===== config.mk =====
export PLATFORM = sky130hd
export DESIGN_NAME = trial_division_factorizer_core
export DESIGN_NICKNAME = d
export VERILOG_FILES = /design/src/hw/rtl/tdf_pkg.sv /design/src/hw/rtl/trial_division_factorizer_core.sv /design/src/hw/rtl/tdf_divider.sv
export SDC_FILE = /design/constraint.sdc
export NUM_CORES = 1
export LEC_CHECK = 0
export BUFFER_PORTS_ARGS = -buffer_cell sky130_fd_sc_hd__clkbuf_2
export CORE_MARGIN = 3
export CORE_UTILIZATION = 60
export CTS_BUF_LIST = sky130_fd_sc_hd__clkbuf_4 sky130_fd_sc_hd__clkbuf_8
export DETAILED_ROUTE_END_ITERATION = 6
export GPL_TIMING_DRIVEN = 1
export PLACE_DENSITY_LB_ADDON = 0.05
export SYNTH_ARGS = -nofsm -noshare
export SYNTH_HDL_FRONTEND = slang
export SYNTH_SLANG_ARGS = --single-unit

===== constraint.sdc =====
create_clock -name clk_i -period 10.5 [get_ports clk_i]
set_clock_uncertainty 0.2 [all_clocks]
set_input_delay 0.525 -clock clk_i [delete_from_list [all_inputs] [get_ports clk_i]]
set_output_delay 0.525 -clock clk_i [all_outputs]
set_load 0.005 [all_outputs]

===== src/hw/rtl/tdf_pkg.sv =====
`default_nettype none

package tdf_pkg;

  localparam int unsigned VALUE_BITS = 31;
  localparam int unsigned MULT_BITS  = 5;
  localparam int unsigned DIV_BITS   = (VALUE_BITS + 2) / 2;
  localparam int unsigned STEP_BITS  = $clog2(VALUE_BITS);

  localparam int unsigned FIRST_ODD_DIVISOR = 3;
  localparam int unsigned EVEN_PRIME        = 2;
  localparam int unsigned DIVISOR_STEP      = 2;

  typedef enum logic [1:0] {
    STATUS_FACTOR = 2'd0,
    STATUS_ONE    = 2'd1,
    STATUS_ZERO   = 2'd2
  } status_e;

  typedef enum logic [2:0] {
    ST_IDLE,
    ST_STRIP,
    ST_START,
    ST_WAIT,
    ST_EMIT
  } state_e;

  typedef struct packed {
    logic                  start;
    logic [VALUE_BITS-1:0] dividend;
    logic [DIV_BITS-1:0]   divisor;
  } div_req_t;

  typedef struct packed {
    logic                  done;
    logic [VALUE_BITS-1:0] quot;
    logic [DIV_BITS-1:0]   rem;
  } div_res_t;

endpackage

`default_nettype wire


===== src/hw/rtl/trial_division_factorizer_core.sv =====
`default_nettype none

// Sequence: zero and one go from idle to the emit state, which loads their single beat into the
// output register. Otherwise the strip state removes one factor of two per step; a 31-bit prime then
// needs about 23200 trial divisions in the shared bit-serial divider, which sets the rate.
// Throughput: one value at a time; input stalls until the last beat sits in the output register.
// Reset: rst_ni is asynchronous and active low; it returns the sequencer to idle and drops
// the output valid.
module trial_division_factorizer_core (
  input  wire logic                              clk_i,
  input  wire logic                              rst_ni,
  input  wire logic                              in_valid_i,
  output logic                                   in_stall_o,
  input  wire logic [tdf_pkg::VALUE_BITS-1:0]    value_i,
  output logic                                   out_valid_o,
  input  wire logic                              out_stall_i,
  output logic [tdf_pkg::VALUE_BITS-1:0]         prime_o,
  output logic [tdf_pkg::MULT_BITS-1:0]          multiplicity_o,
  output logic                                   last_o,
  output tdf_pkg::status_e                       status_o
);
  import tdf_pkg::*;

  state_e                state_q, state_d;
  logic [VALUE_BITS-1:0] n_q, n_d;
  logic [DIV_BITS-1:0]   d_q, d_d;
  logic [MULT_BITS-1:0]  e_q, e_d;
  logic                  inner_q, inner_d;
  logic [VALUE_BITS-1:0] pend_prime_q, pend_prime_d;
  logic [MULT_BITS-1:0]  pend_mult_q, pend_mult_d;
  logic                  pend_last_q, pend_last_d;
  status_e               pend_status_q, pend_status_d;
  logic                  out_valid_q, out_valid_d;
  logic [VALUE_BITS-1:0] out_prime_q;
  logic [MULT_BITS-1:0]  out_mult_q;
  logic                  out_last_q;
  status_e               out_status_q;

  div_req_t              div_req;
  div_res_t              div_res;
  logic                  in_accept;
  logic                  slot_free;
  logic                  out_load;
  logic                  quot_below;
  logic                  rem_zero;
  logic                  n_is_one;

  tdf_divider u_divider (
    .clk_i  (clk_i),
    .rst_ni (rst_ni),
    .req_i  (div_req),
    .res_o  (div_res)
  );

  always_comb begin
    in_accept  = in_valid_i && !in_stall_o;
    slot_free  = !out_valid_q || !out_stall_i;
    quot_below = div_res.quot < VALUE_BITS'(d_q);
    rem_zero   = div_res.rem == '0;
    n_is_one   = n_q == VALUE_BITS'(1);
  end

  always_comb begin
    in_stall_o       = state_q != ST_IDLE;
    out_load         = (state_q == ST_EMIT) && slot_free;
    div_req.start    = state_q == ST_START;
    div_req.dividend = n_q;
    div_req.divisor  = d_q;
  end

  always_comb begin
    state_d = state_q;
    unique case (state_q)
      ST_IDLE: begin
        if (in_valid_i) begin
          state_d = (value_i < VALUE_BITS'(2)) ? ST_EMIT : ST_STRIP;
        end
      end
      ST_STRIP: begin
        if (n_q[0]) begin
          state_d = (e_q != '0) ? ST_EMIT : ST_START;
        end
      end
      ST_START: state_d = ST_WAIT;
      ST_WAIT: begin
        if (div_res.done) begin
          if (!inner_q && quot_below) begin
            state_d = ST_EMIT;
          end else if (inner_q && !rem_zero) begin
            state_d = ST_EMIT;
          end else begin
            state_d = ST_START;
          end
        end
      end
      ST_EMIT: begin
        if (slot_free) begin
          state_d = pend_last_q ? ST_IDLE : ST_START;
        end
      end
      default: state_d = ST_IDLE;
    endcase
  end

  always_comb begin
    n_d           = n_q;
    d_d           = d_q;
    e_d           = e_q;
    inner_d       = inner_q;
    pend_prime_d  = pend_prime_q;
    pend_mult_d   = pend_mult_q;
    pend_last_d   = pend_last_q;
    pend_status_d = pend_status_q;
    unique case (state_q)
      ST_IDLE: begin
        n_d           = value_i;
        e_d           = '0;
        inner_d       = 1'b0;
        pend_prime_d  = '0;
        pend_mult_d   = '0;
        pend_last_d   = 1'b1;
        pend_status_d = (value_i == '0) ? STATUS_ZERO : STATUS_ONE;
      end
      ST_STRIP: begin
        if (!n_q[0]) begin
          n_d = n_q >> 1;
          e_d = e_q + MULT_BITS'(1);
        end else begin
          d_d           = DIV_BITS'(FIRST_ODD_DIVISOR);
          inner_d       = 1'b0;
          pend_prime_d  = VALUE_BITS'(EVEN_PRIME);
          pend_mult_d   = e_q;
          pend_last_d   = n_is_one;
          pend_status_d = STATUS_FACTOR;
        end
      end
      ST_WAIT: begin
        if (div_res.done) begin
          if (!inner_q) begin
            if (quot_below) begin
              pend_prime_d  = n_q;
              pend_mult_d   = MULT_BITS'(1);
              pend_last_d   = 1'b1;
              pend_status_d = STATUS_FACTOR;
            end else if (rem_zero) begin
              n_d     = div_res.quot;
              e_d     = MULT_BITS'(1);
              inner_d = 1'b1;
            end else begin
              d_d = d_q + DIV_BITS'(DIVISOR_STEP);
            end
          end else if (rem_zero) begin
            n_d = div_res.quot;
            e_d = e_q + MULT_BITS'(1);
          end else begin
            pend_prime_d  = VALUE_BITS'(d_q);
            pend_mult_d   = e_q;
            pend_last_d   = n_is_one;
            pend_status_d = STATUS_FACTOR;
            d_d           = d_q + DIV_BITS'(DIVISOR_STEP);
            inner_d       = 1'b0;
          end
        end
      end
      ST_START, ST_EMIT: begin
      end
      default: begin
      end
    endcase
  end

  always_comb begin
    out_valid_d = out_load || (out_valid_q && out_stall_i);
  end

  always_ff @(posedge clk_i or negedge rst_ni) begin
    if (!rst_ni) begin
      state_q     <= ST_IDLE;
      inner_q     <= 1'b0;
      out_valid_q <= 1'b0;
    end else begin
      state_q     <= state_d;
      inner_q     <= inner_d;
      out_valid_q <= out_valid_d;
    end
  end

  always_ff @(posedge clk_i) begin
    n_q           <= n_d;
    d_q           <= d_d;
    e_q           <= e_d;
    pend_prime_q  <= pend_prime_d;
    pend_mult_q   <= pend_mult_d;
    pend_last_q   <= pend_last_d;
    pend_status_q <= pend_status_d;
    if (out_load) begin
      out_prime_q  <= pend_prime_q;
      out_mult_q   <= pend_mult_q;
      out_last_q   <= pend_last_q;
      out_status_q <= pend_status_q;
    end
  end

  assign out_valid_o    = out_valid_q;
  assign prime_o        = out_prime_q;
  assign multiplicity_o = out_mult_q;
  assign last_o         = out_last_q;
  assign status_o       = out_status_q;

  a_odd_divisor: assert property (@(posedge clk_i) disable iff (!rst_ni)
    (state_q == ST_WAIT) |-> d_q[0] && (d_q >= DIV_BITS'(FIRST_ODD_DIVISOR)))
    else $error("Trial divisor is not an odd value of at least three.");

  a_odd_remainder: assert property (@(posedge clk_i) disable iff (!rst_ni)
    (state_q == ST_WAIT) |-> n_q[0])
    else $error("Remainder still even during trial division.");

  a_factor_has_mult: assert property (@(posedge clk_i) disable iff (!rst_ni)
    out_load && (pend_status_q == STATUS_FACTOR) |-> (pend_mult_q != '0) && (pend_prime_q > 1))
    else $error("Factor beat without a prime or an exponent.");

  a_accept_starts: assert property (@(posedge clk_i) disable iff (!rst_ni)
    in_accept |=> state_q != ST_IDLE)
    else $error("Accepted value did not start a factorization.");

endmodule

`default_nettype wire


===== src/hw/rtl/tdf_divider.sv =====
`default_nettype none

module tdf_divider (
  input  wire logic            clk_i,
  input  wire logic            rst_ni,
  input  wire tdf_pkg::div_req_t req_i,
  output tdf_pkg::div_res_t    res_o
);
  import tdf_pkg::*;

  logic                  busy_q, busy_d;
  logic                  done_q, done_d;
  logic [STEP_BITS-1:0]  cnt_q, cnt_d;
  logic [VALUE_BITS-1:0] quo_q, quo_d;
  logic [DIV_BITS-1:0]   rem_q, rem_d;
  logic [DIV_BITS-1:0]   div_q, div_d;

  logic [DIV_BITS:0]     shifted;
  logic [DIV_BITS+1:0]   diff;
  logic                  fits;

  always_comb begin
    shifted = {rem_q, quo_q[VALUE_BITS-1]};
    diff    = {1'b0, shifted} - {2'b00, div_q};
    fits    = ~diff[DIV_BITS+1];
  end

  always_comb begin
    busy_d = busy_q;
    done_d = 1'b0;
    cnt_d  = cnt_q;
    quo_d  = quo_q;
    rem_d  = rem_q;
    div_d  = div_q;
    if (req_i.start) begin
      busy_d = 1'b1;
      cnt_d  = '0;
      quo_d  = req_i.dividend;
      rem_d  = '0;
      div_d  = req_i.divisor;
    end else if (busy_q) begin
      quo_d = {quo_q[VALUE_BITS-2:0], fits};
      rem_d = fits ? diff[DIV_BITS-1:0] : shifted[DIV_BITS-1:0];
      cnt_d = cnt_q + STEP_BITS'(1);
      if (cnt_q == STEP_BITS'(VALUE_BITS - 1)) begin
        busy_d = 1'b0;
        done_d = 1'b1;
      end
    end
  end

  always_ff @(posedge clk_i or negedge rst_ni) begin
    if (!rst_ni) begin
      busy_q <= 1'b0;
      done_q <= 1'b0;
      cnt_q  <= '0;
    end else begin
      busy_q <= busy_d;
      done_q <= done_d;
      cnt_q  <= cnt_d;
    end
  end

  always_ff @(posedge clk_i) begin
    quo_q <= quo_d;
    rem_q <= rem_d;
    div_q <= div_d;
  end

  assign res_o.done = done_q;
  assign res_o.quot = quo_q;
  assign res_o.rem  = rem_q;

  a_start_when_idle: assert property (@(posedge clk_i) disable iff (!rst_ni)
    req_i.start |-> !busy_q)
    else $error("Division started while the divider is busy.");

  a_done_after_busy: assert property (@(posedge clk_i) disable iff (!rst_ni)
    done_q |-> !busy_q && $past(busy_q))
    else $error("Division finished without running.");

endmodule

`default_nettype wire

==> impl.org <==
** Setup path
- Peak per-stage delay on the critical path :: between 0.9 and 1 ns
- Crit path max-delay cell type :: o21ba_2
- Series of cell instances along the critical path :: inv_1 -> ha_1 -> nor4_1 -> nand4_1 -> nor4_1 -> o221ai_1 -> a21oi_1 -> o21ba_2
- At the worst endpoint, the required time is approximately 10 ns.
- Nature of the critical path startpoint :: flop
- Arrival time at the worst endpoint :: 3.71 ns
- Worst Path Class, Setup :: flop to flop
- In this design, the critical path's most frequently occurring cell is nor4_1.
- In this run the worst path has a maximum fanout of 39.
- STA classifies the critical path endpoint as a flop.

** Synthesis
- Post-Synthesis Net Count :: between 900 and 1000
- Counting flops and latches in the post-synthesis netlist gives 203.
- EDFF count, synth :: 175
- The portion of synthesized area spent on multiplexers is 2.23%.
- The netlist uses 53 different library cells.
- Number of instances in the synthesized netlist :: about 910
- Proportion of netlist area held by the largest area contributor :: 53.1%
- For this run, the leading register cell type out of synthesis is edfxtp_1.
- Cell type with the highest aggregate area in the netlist :: edfxtp_1
- Fraction of registers with async set or reset after synthesis :: 5.91%
- Post-synthesis area per instance :: 10.9 µm²
- Syn Std Cell Area :: 0.00990 mm²
- Of the total synthesized cell area, the portion taken by full adders, half adders and majority gates is ~4.6%.
- Share of the synthesized area in compound gates (AO/OA/AOI/OAI) :: between 10% and 20%
- After synthesis, the largest family of logic cells by area is simple AND/OR/NAND/NOR gates.
- Sequential elements use 59.4% of the synthesized area.
- Total number of yosys warnings :: 0
- Share of synthesized cell area in and, or, nand and nor gates :: between 10% and 20%
- Of the total synthesized cell area, the portion taken by XOR and XNOR cells is around 2.5%.
- Yosys attributes the largest share of cell area to edfxtp_1 53%, nand2_1 5.0%, nor2_1 4.7%, ha_1 4.4%, dfxtp_1 3.2%.

** Global routing
- The number of antenna violations at the first check in global routing came to 0.
- Global Route Usage Sum :: 26.6%
- The first global-routing pass estimated ~38000 µm of wire.
- Entering global routing, the biggest net connects 56 pins.
- Vias in the first global route :: 7194
- Total gr overflow :: 0

** Clock tree
- Post-CTS repair changed the size of 0 cells.
- CTS H-tree lvls :: 2
- Clk sinks :: between 200 and 250
- CTS tree :: built
- The tree is rooted in a clkbuf_8.
- Post CTS Setup Buffer Count :: 0
- Num CTS Buffers :: 34
- The clock passes through at most 3 buffers.
- After clock tree synthesis, the clock-pin slew on the worst setup and hold paths is 0.05 ns.
- The number of hold buffers added after CTS was 1.
- Clock insertion delay at the later pin of the skew report :: 0.52 ns

** Placement
- Half-perimeter wire length after detailed placement :: between 15000 and 20000 µm
- Routability-driven placement finished with a final weighted congestion of 0.884.
- Input/output buffers :: 75

** Timing
- The tightest hold path in the finished design has a slack of 0.124 ns.
- Final critical-path required period :: 3.79 ns
- Period Utilization, post-route :: 36.1%
- Sum of negative setup slack :: 0 ns
- Setup repair after global routing missed its margin :: no
- Worst-case headroom to the max-slew limit :: roughly a fifth
- Highest achievable clock rate :: between 0.2 and 0.3 GHz
- Least-Margin Pin Slew :: 1.20 ns
- Setup Viol. Count Final :: 0
- The number of max-slew violations in the final report is 0.
- The final count of hold timing violations is 0.

** Flow run
- Max-cap violations in this run came to 0.

** Die
- The region available for standard cell placement spans around 0.016 mm².
- Die Y-Extent :: about 130 µm
- Die ar. :: 0.0181 mm²
- Number of top-level design ports :: 76
- Chip Width :: 134 µm
- Number of placement rows :: 46
- Effective utilization at floorplan :: 61.8%

** Power
- Max VDD drop :: 0.179 mV
- Pwr per Cell Area :: 345 mW/mm²
- For this design the static power due to leakage is 4.54 nW.

** Route
- Highest metal layer with signal wires :: met4
- Post-Route M1 WL :: 10100 µm
- Detailed router's first-iteration violation count :: between 700 and 800
- Detailed-route vias per instance :: 6.13
- After detailed routing, the number of remaining DRC violations is 0.
- Dividing the detail-routed wire length by the instance count gives roughly 20 µm.
- Total wire length after detailed routing :: around 24000 µm
- The pre-antenna-repair detailed-routing pass consisted of 5 iterations.
- Routed met2 length :: 11000 µm
- In this run the remaining antenna-violating nets after routing total 0.
- In the detailed route, the total length drawn on met3 is 2360 µm.
- Via count of the routed design :: 7487

** Finish
- From synthesis to final layout, the design area changed by 12.6%.
- ANT cells :: 0
- The multi-input combinational cells in the finished layout cover a total of 0.00372 mm².
- Fillers :: roughly 1200
- Nets@finish :: 1054
- Commonest cells after routing, fill and taps aside :: 175 x edfxtp_1, 132 x nand2_1, 124 x nor2_1
- Of the cells placed in the final design, the portion with a size suffix greater than 1 is 15.2%.
- The sequential cells in the finished layout cover a total of 0.00588 mm².
- Leaving out fill and tap cells, the most frequent cell in the layout is edfxtp_1.

** Run status
- The run finished with clean final reports.

** Hold path
- The min-delay analysis places its worst path in the category input pin to flop.
-- synthesized netlist by cell type (5+ instances only) --
master	number
mux2i_1	22
dfxtp_1	16
xnor2_1	20
nand2_1	132
a21oi_1	39
nor4_1	25
o21a_1	5
inv_1	41
nand3_1	16
and3_1	23
dfrtp_1	12
or2_2	5
nand4_1	16
nor2_1	124
o31ai_1	5
clkbuf_1	38
nor3_1	12
o21ai_0	33
edfxtp_1	175
a21o_1	10
xor2_1	8
a221oi_1	26
ha_1	35
nand2b_1	9
-- power breakdown --
| group | internal [mW] | switching, mW |
|---|---|---|
| logic | 0.538 | 0.923 |
| clock network | 0.390 | 0.299 |
| registers | 1.39 | 0.301 |
-- area by class of cell --
| class | count | share of cell area (%) |
|---|---|---|
| well taps | 216 | 2.43 |
| flip-flops and latches | 203 | 52.7 |
| clock inverters | 4 | 0.191 |
| multi-input cells | 619 | 33.4 |
| repair buffers | 84 | 4.00 |
| inverters | 41 | 1.38 |
| clock buffers | 55 | 5.84 |
-- per-layer routing --
layer / vias up / global-route usage (%)
li1: 3472 / -
met1: 3552 / 38.7
met2: 414 / 40.7
met5: - / 0
met4: 0 / 9.90
met3: 49 / 4.84
-- worst max-delay path, delay by kind of cell (launching register included) --
kind | cells | cell delay (ns)
flops | 1 | 0.40
compound gates | 3 | 1.80
simple gates | 3 | 0.72
fa+ha+maj | 1 | 0.20
buf+inv | 1 | 0.07
-- through the flow --
stage | setup WS [ns] | utilization [%] | total power, mW | area (µm²) | instances
after floorplan | 5.84 | - | 2.67 | 9900 | 908
after CTS | 6.72 | 69.6 | 3.83 | 11100 | 1222
after detailed placement | 6.85 | 65.4 | 3.13 | 10500 | 1162
after global placement | 6.95 | 65.4 | 3.07 | 10500 | 1162
final | 6.71 | 69.6 | 3.85 | 11100 | 1222
after global routing | 6.41 | 69.6 | 4.09 | 11100 | 1222
-- final timing paths --
check / from / end / slack (ns) / cells after the start
setup / recovery: d_q[15] / pend_prime_q[5] / 6.71 / 8
hold / removal: value_i[24] / n_q[24] / 0.12 / 3
setup reg to reg: d_q[15] / pend_prime_q[5] / 6.71 / 8
hold reg to reg: pend_prime_q[3] / prime_o[3] / 0.20 / 0
max in group asynchronous: rst_ni / state_q[0] / 9.60 / 2
min in group asynchronous: rst_ni / state_q[1] / 0.23 / 2
-- sequential cells by signal, indices dropped and copies added (netlist names) --
name / cells
n_q: 31
pend_prime_q: 31
prime_o: 31
u_divider.quo_q: 31
u_divider.rem_q: 16
d_q: 15
u_divider.div_q: 15
e_q: 5
multiplicity_o: 5
pend_mult_q: 5
u_divider.cnt_q: 5
state_q: 3
pend_status_q: 2
status_o: 2
inner_q: 1
last_o: 1
out_valid_o: 1
pend_last_q: 1
u_divider.busy_q: 1
u_divider.done_q: 1
-- kinds of logic after synthesis --
kind of cell / Yosys count
simple gates: 380
flops: 203
compound gates: 153
buf+inv: 86
fa+ha+maj: 36
xor+xnor: 28
mux: 22
No activity file was read; power rests on OpenSTA's default activity.
